## config.mk

```make
export PLATFORM = sky130hd
export DESIGN_NAME = date_day_number_converter
export DESIGN_NICKNAME = d
export VERILOG_FILES = /design/src/rtl/dday_pkg.sv /design/src/rtl/dday_alu.sv /design/src/rtl/date_day_number_converter.sv
export SDC_FILE = /design/constraint.sdc
export NUM_CORES = 1
export LEC_CHECK = 0
export BUFFER_PORTS_ARGS = -buffer_cell sky130_fd_sc_hd__buf_2
export CAP_MARGIN = 20
export CORE_MARGIN = 2
export CORE_UTILIZATION = 60
export DETAILED_ROUTE_END_ITERATION = 8
export PLACE_DENSITY = 0.83
export SYNTH_ARGS = -nofsm -noshare
export SYNTH_HDL_FRONTEND = slang
export SYNTH_HIERARCHICAL = 1
export SYNTH_SLANG_ARGS = --single-unit
```

## constraint.sdc

```tcl
create_clock -name clk -period 14.75 [get_ports clk]
set_clock_uncertainty 0.05 [all_clocks]
set_input_delay 0.7375 -clock clk [delete_from_list [all_inputs] [get_ports clk]]
set_output_delay 0.7375 -clock clk [all_outputs]
set_load 0.02 [all_outputs]
```

## src/rtl/dday_pkg.sv

```systemverilog
// Shared constants and calendar helpers for the date / day-number converter.
// Used by dday_alu and date_day_number_converter; depends on nothing else.
`timescale 1ns / 1ps
`default_nettype none

package dday_pkg;

    localparam int          FirstYear     = 1970;
    localparam int          DaysPerYear   = 365;
    localparam int          BlockDays     = 1461;      // days in 1970..1973 and every later block
    localparam int          RecipShift    = 26;
    localparam logic [15:0] RecipMul      = 16'd45934; // ceil(2^26 / 1461)
    localparam logic [3:0]  MonthsPerYear = 4'd12;
    localparam int          AccWidth      = 16;

    // Length of a month, 1-based; codes outside 1..12 read as 31
    function automatic logic [4:0] month_len(input logic [3:0] m, input logic leap);
        logic [4:0] n;
        begin
            n = 5'd31;
            if (m == 4'd2)
            begin
                n = leap ? 5'd29 : 5'd28;
            end
            else if (m inside {4'd4, 4'd6, 4'd9, 4'd11})
            begin
                n = 5'd30;
            end
            return n;
        end
    endfunction

    // Length of a year: every fourth year is a leap year
    function automatic logic [8:0] year_len(input logic leap);
        return leap ? 9'd366 : 9'd365;
    endfunction

endpackage

`default_nettype wire

```

## src/rtl/dday_alu.sv

```systemverilog
// Shared add / subtract-and-compare unit for the converter sequencer.
// Depends on dday_pkg for the accumulator width.
`timescale 1ns / 1ps
`default_nettype none

module dday_alu
(
    input  wire logic [dday_pkg::AccWidth-1:0] a,
    input  wire logic [dday_pkg::AccWidth-1:0] b,
    input  wire logic                          sub,
    output logic      [dday_pkg::AccWidth-1:0] result,
    output logic                               gt
);
    import dday_pkg::*;

    logic [AccWidth:0]   sum;
    logic [AccWidth-1:0] b_mod;

    // Add, or subtract as a + ~b + 1
    assign b_mod  = sub ? ~b : b;
    assign sum    = {1'b0, a} + {1'b0, b_mod} + {{AccWidth{1'b0}}, sub};
    assign result = sum[AccWidth-1:0];

    // No borrow and a nonzero difference means a > b
    assign gt = sub && sum[AccWidth] && (result != '0);

endmodule

`default_nettype wire

```

## src/rtl/date_day_number_converter.sv

```systemverilog
// Date / day-number converter: operation 0 turns a date (1970..LAST_YEAR) into a day
// number where 1 January 1970 is day 1; operation 1 goes the other way. Every year
// divisible by four is a leap year. A word is taken when start is high and busy is low;
// the result appears for one cycle with done high and cannot be held off. A bad date or
// day number gives valid_res low with all fields zero. An invalid word is dropped in
// S_CHECK; operation 0 runs S_CHECK, S_D_LEAP, S_D_MON and S_D_DAY; operation 1 runs
// S_CHECK, S_N_QUO, S_N_MUL, S_N_SUB, then S_N_YEAR stepping up to 3 years within a
// four-year block and S_N_MON stepping up to 11 months. busy drops with done, so the
// next word can be taken at the edge that ends the result. The single shared
// add/subtract unit walks month lengths one per cycle; the four-year block is found by
// one reciprocal multiply.
// Depends on dday_pkg and dday_alu.
`timescale 1ns / 1ps
`default_nettype none

module date_day_number_converter
#(
    parameter int LAST_YEAR = 2099
)
(
    input  wire logic        clk,
    input  wire logic        rst_n,
    input  wire logic        start,
    input  wire logic        operation,
    input  wire logic [4:0]  day,
    input  wire logic [3:0]  month,
    input  wire logic [11:0] year,
    input  wire logic [15:0] day_count,
    output logic             busy,
    output logic             done,
    output logic             valid_res,
    output logic [15:0]      out_day_count,
    output logic [4:0]       out_day,
    output logic [3:0]       out_month,
    output logic [11:0]      out_year
);
    import dday_pkg::*;

    localparam int LastDay = 365 * (LAST_YEAR - 1969) + (LAST_YEAR - 1968) / 4;

    typedef enum logic [3:0] {
        S_IDLE,
        S_CHECK,
        S_D_LEAP,
        S_D_MON,
        S_D_DAY,
        S_N_QUO,
        S_N_MUL,
        S_N_SUB,
        S_N_YEAR,
        S_N_MON
    } state_t;

    state_t        state_reg, state_next;
    logic          busy_reg, busy_next;
    logic          done_reg, done_next;
    logic          valid_reg, valid_next;
    logic [15:0]   out_count_reg, out_count_next;
    logic [4:0]    out_day_reg, out_day_next;
    logic [3:0]    out_month_reg, out_month_next;
    logic [11:0]   out_year_reg, out_year_next;

    logic          op_reg, op_next;
    logic [4:0]    day_reg, day_next;
    logic [3:0]    month_reg, month_next;
    logic [11:0]   year_reg, year_next;
    logic [15:0]   cnt_reg, cnt_next;
    logic [15:0]   acc_reg, acc_next;
    logic [31:0]   prod_reg, prod_next;
    logic [5:0]    q_reg, q_next;
    logic [3:0]    mm_reg, mm_next;
    logic [11:0]   yy_reg, yy_next;

    logic [15:0]   alu_a, alu_b, alu_res;
    logic          alu_sub, alu_gt;

    logic [11:0]   year_off;
    logic [7:0]    k8;
    logic [6:0]    leap_cnt;
    logic          date_leap, num_leap;
    logic [15:0]   cnt_m1;
    logic          date_ok, num_ok;

    dday_alu u_alu
    (
        .a      (alu_a),
        .b      (alu_b),
        .sub    (alu_sub),
        .result (alu_res),
        .gt     (alu_gt)
    );

    // Decode the latched word
    assign year_off  = year_reg - 12'(FirstYear);
    assign k8        = year_off[7:0];
    assign leap_cnt  = 7'((9'(k8) + 9'd1) >> 2);
    assign date_leap = (year_reg[1:0] == 2'b00);
    assign num_leap  = (yy_reg[1:0] == 2'b00);
    assign cnt_m1    = cnt_reg - 16'd1;

    assign date_ok = (year_reg >= 12'(FirstYear)) && (year_reg <= 12'(LAST_YEAR))
                  && (month_reg >= 4'd1) && (month_reg <= MonthsPerYear)
                  && (day_reg >= 5'd1) && (day_reg <= month_len(month_reg, date_leap));
    assign num_ok  = (cnt_reg >= 16'd1) && (cnt_reg <= 16'(LastDay));

    // Sequencer: pick the shared unit's operands and the next values
    always_comb
    begin
        state_next     = state_reg;
        busy_next      = busy_reg;
        done_next      = 1'b0;
        valid_next     = valid_reg;
        out_count_next = out_count_reg;
        out_day_next   = out_day_reg;
        out_month_next = out_month_reg;
        out_year_next  = out_year_reg;
        op_next        = op_reg;
        day_next       = day_reg;
        month_next     = month_reg;
        year_next      = year_reg;
        cnt_next       = cnt_reg;
        acc_next       = acc_reg;
        prod_next      = prod_reg;
        q_next         = q_reg;
        mm_next        = mm_reg;
        yy_next        = yy_reg;
        alu_a          = acc_reg;
        alu_b          = '0;
        alu_sub        = 1'b0;

        case (state_reg)
            S_IDLE:
            begin
                // Take a word
                if (start)
                begin
                    op_next    = operation;
                    day_next   = day;
                    month_next = month;
                    year_next  = year;
                    cnt_next   = day_count;
                    busy_next  = 1'b1;
                    state_next = S_CHECK;
                end
            end

            S_CHECK:
            begin
                if ((!op_reg && !date_ok) || (op_reg && !num_ok))
                begin
                    // Drop an out-of-range word with a cleared result
                    done_next      = 1'b1;
                    busy_next      = 1'b0;
                    valid_next     = 1'b0;
                    out_count_next = '0;
                    out_day_next   = '0;
                    out_month_next = '0;
                    out_year_next  = '0;
                    state_next     = S_IDLE;
                end
                else if (!op_reg)
                begin
                    // Days of the whole years before this one at 365 each; leap days follow
                    acc_next   = 16'({8'b0, k8} * 16'(DaysPerYear));
                    mm_next    = 4'd1;
                    state_next = S_D_LEAP;
                end
                else
                begin
                    // Four-year block index by reciprocal multiply
                    prod_next  = {16'b0, cnt_m1} * {16'b0, RecipMul};
                    acc_next   = cnt_reg;
                    state_next = S_N_QUO;
                end
            end

            S_D_LEAP:
            begin
                alu_b      = {9'b0, leap_cnt};
                acc_next   = alu_res;
                state_next = S_D_MON;
            end

            S_D_MON:
            begin
                // Add the lengths of the months before this one
                if (mm_reg < month_reg)
                begin
                    alu_b    = {11'b0, month_len(mm_reg, date_leap)};
                    acc_next = alu_res;
                    mm_next  = mm_reg + 4'd1;
                end
                else
                begin
                    state_next = S_D_DAY;
                end
            end

            S_D_DAY:
            begin
                alu_b          = {11'b0, day_reg};
                done_next      = 1'b1;
                busy_next      = 1'b0;
                valid_next     = 1'b1;
                out_count_next = alu_res;
                out_day_next   = '0;
                out_month_next = '0;
                out_year_next  = '0;
                state_next     = S_IDLE;
            end

            S_N_QUO:
            begin
                q_next     = prod_reg[RecipShift+5:RecipShift];
                yy_next    = 12'(FirstYear) + {4'b0, prod_reg[RecipShift+5:RecipShift], 2'b00};
                state_next = S_N_MUL;
            end

            S_N_MUL:
            begin
                prod_next  = 32'({10'b0, q_reg} * 16'(BlockDays));
                state_next = S_N_SUB;
            end

            S_N_SUB:
            begin
                // Day within the four-year block, 1-based
                alu_b      = prod_reg[15:0];
                alu_sub    = 1'b1;
                acc_next   = alu_res;
                state_next = S_N_YEAR;
            end

            S_N_YEAR:
            begin
                // Step whole years inside the block
                alu_b   = {7'b0, year_len(num_leap)};
                alu_sub = 1'b1;
                if (alu_gt)
                begin
                    acc_next = alu_res;
                    yy_next  = yy_reg + 12'd1;
                end
                else
                begin
                    mm_next    = 4'd1;
                    state_next = S_N_MON;
                end
            end

            S_N_MON:
            begin
                // Step whole months, then report
                alu_b   = {11'b0, month_len(mm_reg, num_leap)};
                alu_sub = 1'b1;
                if ((mm_reg != MonthsPerYear) && alu_gt)
                begin
                    acc_next = alu_res;
                    mm_next  = mm_reg + 4'd1;
                end
                else
                begin
                    done_next      = 1'b1;
                    busy_next      = 1'b0;
                    valid_next     = 1'b1;
                    out_count_next = '0;
                    out_day_next   = acc_reg[4:0];
                    out_month_next = mm_reg;
                    out_year_next  = yy_reg;
                    state_next     = S_IDLE;
                end
            end

            default:
            begin
                state_next = S_IDLE;
                busy_next  = 1'b0;
            end
        endcase
    end

    // Hold state and the registered result
    always_ff @(posedge clk or negedge rst_n)
    begin
        if (!rst_n)
        begin
            state_reg     <= S_IDLE;
            busy_reg      <= 1'b0;
            done_reg      <= 1'b0;
            valid_reg     <= 1'b0;
            out_count_reg <= '0;
            out_day_reg   <= '0;
            out_month_reg <= '0;
            out_year_reg  <= '0;
        end
        else
        begin
            state_reg     <= state_next;
            busy_reg      <= busy_next;
            done_reg      <= done_next;
            valid_reg     <= valid_next;
            out_count_reg <= out_count_next;
            out_day_reg   <= out_day_next;
            out_month_reg <= out_month_next;
            out_year_reg  <= out_year_next;
        end
    end

    // Advance the working registers
    always_ff @(posedge clk)
    begin
        op_reg    <= op_next;
        day_reg   <= day_next;
        month_reg <= month_next;
        year_reg  <= year_next;
        cnt_reg   <= cnt_next;
        acc_reg   <= acc_next;
        prod_reg  <= prod_next;
        q_reg     <= q_next;
        mm_reg    <= mm_next;
        yy_reg    <= yy_next;
    end

    assign busy          = busy_reg;
    assign done          = done_reg;
    assign valid_res     = valid_reg;
    assign out_day_count = out_count_reg;
    assign out_day       = out_day_reg;
    assign out_month     = out_month_reg;
    assign out_year      = out_year_reg;

    // A finished word frees the block in the same cycle
    a_done_not_busy: assert property (@(posedge clk) disable iff (!rst_n)
        done |-> !busy)
        else $error("done while busy");

    // A result only follows a word in flight
    a_done_after_busy: assert property (@(posedge clk) disable iff (!rst_n)
        done |-> $past(busy))
        else $error("done without a word in flight");

    // A rejected word reports all fields zero
    a_invalid_zero: assert property (@(posedge clk) disable iff (!rst_n)
        (done && !valid_res) |-> (out_day_count == '0 && out_day == '0
                                  && out_month == '0 && out_year == '0))
        else $error("rejected word with nonzero fields");

    // A good result carries exactly one direction, month in range
    a_one_direction: assert property (@(posedge clk) disable iff (!rst_n)
        (done && valid_res) |-> (((out_day_count != '0) != (out_month != '0))
                                 && (out_month <= MonthsPerYear)))
        else $error("result direction mismatch");

endmodule

`default_nettype wire
```

# Yosys cells after proc, flatten, opt, wreduce, memory -nomap -nowiden
# Index checks and enable logic that the tools add are counted.
totals:
  inputBits: 41
  out_inout_bits: 40
  wordCells: 165
  ff_bits: 152
op_classes:
  mux: 57
  n_addsub: 8
  magnitude_cmp: 9
  eq_ne: 31
  bitwise: 2
  multipliers: 3
  reduce_logical: 37
op_table:
  columns: ["op", "count"]
  rows:
  - ["2-to-1 mux 16 bit", 8]
  - ["one-hot mux 16 bit (6 select lines)", 1]
  - ["one-hot mux 16 bit (5 select lines)", 1]
  - ["2-to-1 mux 32 bit", 2]
  - ["one-hot mux 32 bit (2 select lines)", 1]
  - ["one-hot mux 16 bit (3 select lines)", 1]
  - ["2-to-1 mux 4 bit", 11]
  - ["2-to-1 mux 12 bit", 3]
  - ["one-hot mux 12 bit (3 select lines)", 1]
  - ["one-hot mux 4 bit (9 select lines)", 1]
  - ["== test 4 x 3 -> 1 bit (second input constant)", 8]
  - ["multiplier 16 x 15 -> 31 bit (second input constant)", 1]
  - ["2-to-1 mux 5 bit", 5]
  - ["== test 4 bit (second input constant)", 6]
  - ["one-hot mux 12 bit (2 select lines)", 1]
  - ["inequality test 2 bit (second input constant)", 11]
  - ["adder 16 x 16 -> 17 bit", 1]
  - ["adder 17 x 1 -> 17 bit", 1]
  - ["multiplier 6 x 11 -> 17 bit (second input constant)", 1]
  - ["== test 4 x 2 -> 1 bit (second input constant)", 4]
  - ["greater-or-equal comparator 16 x 1 -> 1 bit (second input constant)", 1]
  - ["less-or-equal comparator 16 bit (second input constant)", 1]
  - ["multiplier 8 x 9 -> 16 bit (second input constant)", 1]
  - ["NOT 16 bit", 1]
  - ["42 further kinds", 74]

# Depth between registers and ports, before layout
# Gate-level depths: netlist (run 1).
depth:
  word_depth: 15
  depth_mapped: 28
  depth_no_buf: 27

# By module
# Netlist (run 1), hierarchy kept.
by_module_without_submodules:
  columns: ["mod", "seq_area_each_um2", "instances", "cells_each", "area_each_um2"]
  rows:
  - ["date_day_number_converter", 4043.9, 1, 1448, 14340.0]
  - ["dday_alu", 0.0, 1, 124, 982.2]

# Least setup slack after synthesis (run 1)
# Ideal clock, no wire load.
synth_path:
  path_kind: "flip-flop to flip-flop"
  from: "reg cnt_reg[11]"
  to: "reg prod_reg[29], data pin"
  slack_ps: 7290
  period_less_slack_ps: 7460
  setup_ps: 157
  t_required_ps: 14543
  n_path_buf: 1
  path_stages_with_launch: 25
  arrival_ps: 7253
  cell_sequence: "edfxtp_1 buf_2 or4_4 or3_1 or3_1 xor2_1 inv_1 fa_1 fa_1 inv_1 fa_1 inv_1 fa_1 fa_1 inv_1 fa_1 inv_1 ha_1 a211oi_1 o21ai_0 a221o_1 a311o_1 a221o_1 and3_1 nor3_1"
synth_between:
  elab_chain_cells: 5
synth_lines:
  columns: ["element", "line_no", "source"]
  rows:
  - ["start, declared", "date_day_number_converter.sv:67", "logic [15:0] cnt_reg, cnt_next;"]
  - ["start signal, assigned", "date_day_number_converter.sv:316", "cnt_reg <= cnt_next;"]
  - ["subtractor 16 x 1 -> 16 bit", "date_day_number_converter.sv:99", "assign cnt_m1 = cnt_reg - 16'd1;"]
  - ["multiplier 16 x 15 -> 31 bit", "date_day_number_converter.sv:171", "prod_next = {16'b0, cnt_m1} * {16'b0, RecipMul};"]
  - ["2-to-1 mux 32 bit", "date_day_number_converter.sv:161", "else if (!op_reg)"]
  - ["2-to-1 mux 32 bit", "date_day_number_converter.sv:149", "if ((!op_reg && !date_ok) || (op_reg && !num_ok))"]
  - ["one-hot mux 32 bit (2 select lines)", "date_day_number_converter.sv:131", "case (state_reg)"]
  - ["end signal, assigned", "date_day_number_converter.sv:318", "prod_reg <= prod_next;"]
  - ["end, declared", "date_day_number_converter.sv:69", "logic [31:0] prod_reg, prod_next;"]
# Every way passes these cells. The select of a mux whose other input is x is not followed.
# A chain may end at the register's enable or synchronous reset.

# Worst setup path in the final report (run 1)
layout_path:
  from: "reg cnt_reg[0]"
  to: "reg prod_reg[31], data pin"
# The elaborated chain is that of the path after synthesis.

==> out/metrics.cfg, run 1 <==
[critical_path]
crit_buf_inv = 5
cp_max_fo = 7
worstPathRequired_ns = 14.98
crit_type = reg -> reg
cp.arrival_ns = 8.60
path_delay_family = adder cells
path_cells = inv_1, ha_1, nor4b_1, nand3b_1, nor4_1, xor2_1, ha_1, fa_1, inv_1, fa_1, inv_1, fa_1, fa_1, inv_1, fa_1, inv_1, ha_1, o21ai_0, o21ai_0, a221o_1, a311o_1, a221o_1, and3_1, nor3_1
critPathMaxStageDelay_ns = 0.78
end_kind = flop
worst_path_max_delay_cell = xor2_1
crit_path_start_kind = flop

[clocking]
cts_resized = 0
cts_root_buffer = clkbuf_16
clk_pin_slew_worst_paths_ns = 0.08
cts_buffers = 17
cts.sinks = 142
hold_buffers = 0
clockBufferDepth = 2
cts_setup_buffers = 0
cts_tree = done
ctsHtreeMaxLevel = 4
clk_latency_ns = 0.44

[floorplanning]
pin_count = 81
die-area_um2 = 26800
fp.dieH_um = 164
die_x_um = 164
rows = 58
start_util_pct = 61.0
core-area_um2 = 25100

[routing]
wl_per_cell_um = 18.1
drt_iter0_markers = 923
routed_wl_um = 36000
ant_nets = 0
post-route-drc-count = 0
num_vias = 11637
dr.pass1.iters = 6
viasPerCell = 5.84

[synth]
ys_top_cells_by_count = inv_1 (289), ha_1 (231), fa_1 (124)
avgSynthCellArea_um2 = 9.75
seq_area_frac_synth_pct = 26.4
synth-edff-count = 98
yosys.area.top_type_share_pct = 19.2
synthFlopType = edfxtp_1
yosysMostFrequentCell = inv_1
async_flop_share_pct = 31.0
synthesis.nets = 1968
synthesis.area_um2 = 15300
synthDistinctLibCells = 72
synth_top_cells_by_area = edfxtp_1 (19%), ha_1 (19%), fa_1 (16%)
yosysTopAreaCell = edfxtp_1
yosysWarnings = 6
syn_inst = 1572
ys_ff_latch = 142

[sta]
fin_crit_sh_pct = 56.7
rsz0062_at_grt = false
maxSlewHeadroom_pct = 28.6
min_period_ns = 8.37
final_max_slew_viol_count = 0
worst_pin_slew_ns = 1.07
max_clock_freq_mhz = 120
finalSetupTns_ns = 0
setup_viol = 0
finalHoldViolations = 0

[layout]
largest_register_ffs = 22
diodes = 0
drive_gt1_share_pct = 8.85
syn2layout_area_growth_pct = 8.79
nets = 2044
fillers = 1956

[run]
drv_cap = 0

[placed_design]
gp_congestion = 0.927
numPortBuffers = 80
dp_hpwl_um = 29400

[hold_path]
hp-class = in -> async

[grt]
grt_pass1_wl_um = 59100
grt_pass1_vias = 11718
track_usage_pct = 28.3
grt-ovfl-total = 0
grt_max_degree = 45
antenna_found_initial = 0

[status]
outcome = completed

## cell type report
| cell class | count | area (um^2) | area share, % |
|---|---|---|---|
| multi-input combinational | 1108 | 10100 | 60.4 |
| sequential | 142 | 4040 | 24.3 |
| inverter | 289 | 1080 | 6.51 |
| timing repair buffer | 90 | 473 | 2.84 |
| clock buffer | 17 | 425 | 2.55 |
| tap | 330 | 413 | 2.48 |
| clock inverter | 15 | 169 | 1.01 |
## worst register-to-register path, cell delays in order (launching register included)
cell and delay [ns]:
edfxtp_1 0.50, inv_1 0.27, ha_1 0.26, nor4b_1 0.47, nand3b_1 0.28, nor4_1 0.46
xor2_1 0.78, ha_1 0.41, fa_1 0.53, inv_1 0.06, fa_1 0.49, inv_1 0.05
fa_1 0.47, fa_1 0.55, inv_1 0.06, fa_1 0.53, inv_1 0.04, ha_1 0.31
o21ai_0 0.15, o21ai_0 0.10, a221o_1 0.38, a311o_1 0.35, a221o_1 0.31, and3_1 0.18
nor3_1 0.17
## final timing paths
kind	from	to	slack, ns	depth (start not counted)
setup reg to reg	cnt_reg[0]	prod_reg[31]	6.38	24
hold reg to reg	out_year[7]	out_year[7]	0.45	1
max in group asynchronous	rst_n	state_reg[2]	13.63	1
hold / removal	rst_n	out_day_count[13]	0.41	1
setup / recovery	cnt_reg[0]	prod_reg[31]	6.38	24
min in group clk	day[3]	day_reg[3]	0.42	1
## layer usage
metal  share of wire (%)  track usage (%)  wire, um  vias to the layer above
met5                   0                0         0                        -
met4                 2.8             9.53      1000                        0
met3                 6.3             3.66      2280                       65
met2                  49             48.9     17700                      459
met1                  42             36.9     15000                     5646
li1                    -                -         -                     5467
## per-stage QoR
stage	instance area (um^2)	std cells	worst slack [ns]	util (%)	hold slack, ns
global placement	16100	1958	6.79	64.0	0.429
finish	16700	1991	6.38	66.4	0.407
detailed placement	16100	1958	6.53	64.0	0.434
global route	16700	1991	5.94	66.4	0.409
CTS	16700	1990	6.44	66.4	0.407
floorplan	15300	1572	7.29	-	0.376
## layout by cell type (no fill, tap or decap), drive strengths merged, types with 24 or more instances in the layout
cell / netlist / layout
inv: 289 / 298
o21ai: 78 / 78
dfrtp: 44 / 44
xnor2: 63 / 63
ha: 231 / 231
nand3: 37 / 37
nor2: 66 / 66
a21o: 24 / 24
edfxtp: 98 / 98
xor2: 57 / 57
a21oi: 64 / 64
nand2: 116 / 116
buf: 8 / 90
fa: 124 / 124
nor3: 27 / 27
## cell families after synthesis
group	synth area share (%)
xor gates and xnor gates	6.86
muxes	0.882
buffers and inverters	8.05
AOI/OAI and AO/OA	11.8
DFF	26.4
and+or+nand+nor	10.9
adders and majority gates	35.1
Power of run 1 is left out: the tool's default activity adds up to more than one toggle a clock period on the data nets, which glitch-free logic cannot reach.
==> inputs of run 2 (changes only) <==
- CORE_UTILIZATION: 60 -> 58
- PLACE_DENSITY: 0.83 -> 0.84
- clock period: 14.75 -> 7.6 ns (I/O delays scaled with it)
==> run 2 against run 1 <==
Compared with the run above: critical path depth down 1; die area grew 3.4%; hold slack worse by 0.33 ns; largest cell class unchanged.
==> out/metrics.cfg, run 2 (synthesis gave the netlist of run 1 again) <==
[clocking]
cts_buffers = 17  ; unchanged
ctsHtreeMaxLevel = 4  ; unchanged
cts.sinks = 142  ; unchanged
clk_latency_ns = 0.43  ; about the same
clockBufferDepth = 2  ; unchanged
cts_tree = done
cts_root_buffer = clkbuf_16
clk_pin_slew_worst_paths_ns = 0.07  ; about the same

[routing]
wl_per_cell_um = 18.2  ; +0.83%
dr.pass1.iters = 8  ; +2
num_vias = 11739  ; +0.88%
post-route-drc-count = 0  ; unchanged
drt_iter0_markers = 1048  ; +14%
viasPerCell = 5.77  ; -1.3%
ant_nets = 0  ; unchanged
routed_wl_um = 37100  ; +3.1%

[critical_path]
timing.rr.start = cnt_reg[9]
startpoint = cnt_reg[9]
rr_endpoint = prod_reg[29]
worst_path_max_delay_cell = or4_4
path_cells = or4_4, or3_4, or3_4, xor2_4, inv_2, fa_1, fa_1, inv_1, fa_1, inv_1, fa_1, fa_1, inv_1, fa_1, inv_1, ha_4, a211oi_2, o21ai_0, a221o_1, a311o_1, a221o_1, and3_1, nor3_2
end_kind = flop
crit_path_frequent_cell = fa_1
critPathMaxStageDelay_ns = 0.56  ; -0.22 ns
cp.arrival_ns = 7.60  ; -1.00 ns
ff2ff_setup_slack_ns = 0.22  ; -6.16 ns
worstPathRequired_ns = 7.83  ; -7.15 ns
crit_type = reg -> reg
crit_path_start_kind = flop
r2r_cells = 23  ; -4.2%
cp_max_fo = 4  ; -3

[floorplanning]
die_x_um = 167  ; +1.7%
core-area_um2 = 26000  ; +3.5%
rows = 59  ; +1.7%
die-area_um2 = 27700  ; +3.4%
start_util_pct = 59.0  ; -2.1 points
fp.dieH_um = 167  ; +1.7%
pin_count = 81  ; unchanged

[hold_path]
hold_end = cnt_reg[8]
hold_path_depth = 1
hp-class = in -> reg
hp-start = day_count[8]

[grt]
grt_max_degree = 45  ; unchanged
grt_pass1_wl_um = 61400  ; +3.9%
grt-ovfl-total = 0  ; unchanged
track_usage_pct = 27.8  ; -0.55 points
grt_pass1_vias = 12218  ; +4.3%
antenna_found_initial = 0  ; unchanged

[layout]
mostFrequentLayoutCells = inv_1 (287), ha_1 (229), fa_1 (124)
fin_cells = 2035  ; +2.2%
stdcell_area_um2 = 17100  ; +2.7%
fillers = 1973  ; +0.87%
drive_gt1_share_pct = 11.9  ; +3.0 points
diodes = 0  ; unchanged
largest_register_ffs = 22  ; unchanged
syn2layout_area_growth_pct = 11.7
nets = 2083  ; +1.9%
mostFrequentLayoutCell = inv_1

[sta]
finalHoldViolations = 0  ; unchanged
min_period_ns = 7.38  ; -0.992 ns
maxSlewHeadroom_pct = 35.6  ; +7.0 points
fin_crit_sh_pct = 97.0  ; +40 points
worst_pin_slew_ns = 0.966  ; -0.101 ns
worst_hold_slack_ns = 0.0726  ; -0.335 ns
final_max_slew_viol_count = 0  ; unchanged
max_clock_freq_mhz = 136  ; +13%
setup_viol = 0  ; unchanged

[placed_design]
dp_cells = 1994  ; +1.8%
gp_congestion = 0.944  ; +1.8%
numPortBuffers = 80  ; unchanged
post_dp_cell_area_um2 = 16300  ; +1.5%
dp_hpwl_um = 29700  ; +0.76%

[run]
drv_cap = 0  ; unchanged

[status]
outcome = completed

==> run 2: changes by cell type in the layout (fill, tap and decap cells not counted), sizes merged <==
cell / delta
dlygate4sd3: +1
clkinvlp: -1
bufinv: +1
clkbuf: +2
inv: -2
buf: +38
==> run 2: final cells by class <==
class                      instances  area (um^2)  area share (%)
timing repair buffer             129          783            4.58
clock buffer                      19          453            2.65
sequential                       142         4040            23.6
inverter                         289         1080            6.34
multi-input combinational       1108        10200            59.5
clock inverter                    13          146           0.855
tap                              335          419            2.45
==> run 2: worst max-delay path: cells and delay by family (launching register included) <==
kind / cells / cell delay, ns
XOR/XNOR: 1 / 0.18
flip-flops: 1 / 0.38
AO/OA/AOI/OAI: 5 / 1.37
buffers and inverters: 5 / 0.28
adder cells (fa/ha/maj): 7 / 3.32
AND/OR/NAND/NOR: 5 / 1.63
==> run 2: worst max path at each step <==
stage | end | slack, ns | cells after the start
after global placement | prod_reg[29] | 0.11 | 24
after global routing | prod_reg[31] | -0.05 | 25
after detailed placement | prod_reg[29] | -0.14 | 24
after CTS | prod_reg[29] | 0.03 | 23
final | prod_reg[29] | 0.22 | 23
after floorplan | prod_reg[29] | 0.14 | 24
==> run 2: routing by layer <==
| layer | global-route usage, % | part of all wire [%] | up-vias |
|---|---|---|---|
| li1 | - | - | 5540 |
| met1 | 35.9 | 41 | 5689 |
| met2 | 47.6 | 49 | 424 |
| met3 | 2.90 | 5.8 | 86 |
| met4 | 12.1 | 4.1 | 0 |
| met5 | 0 | 0 | - |
==> run 2: through the flow <==
stage / setup TNS [ns] / worst slack, ns / util (%)
final: 0 / 0.224 / 65.9
after global routing: -0.105 / -0.0531 / 65.9
after CTS: 0 / 0.0308 / 65.1
after detailed placement: -0.258 / -0.141 / 62.8
after global placement: 0 / 0.109 / 62.8
after floorplan: 0 / 0.140 / -
==> run 2: timing repair <==
item                                   4_1_cts  5_1_grt
setup buffers                                0        7
cloned                                       0        0
endpoints found under the hold margin        0       44
pin swaps                                    0        2
resized for setup                            2       21
hold buffers                                 0        1
setup endpoints to repair                    4        6
Power of run 2 is left out for the same reason.
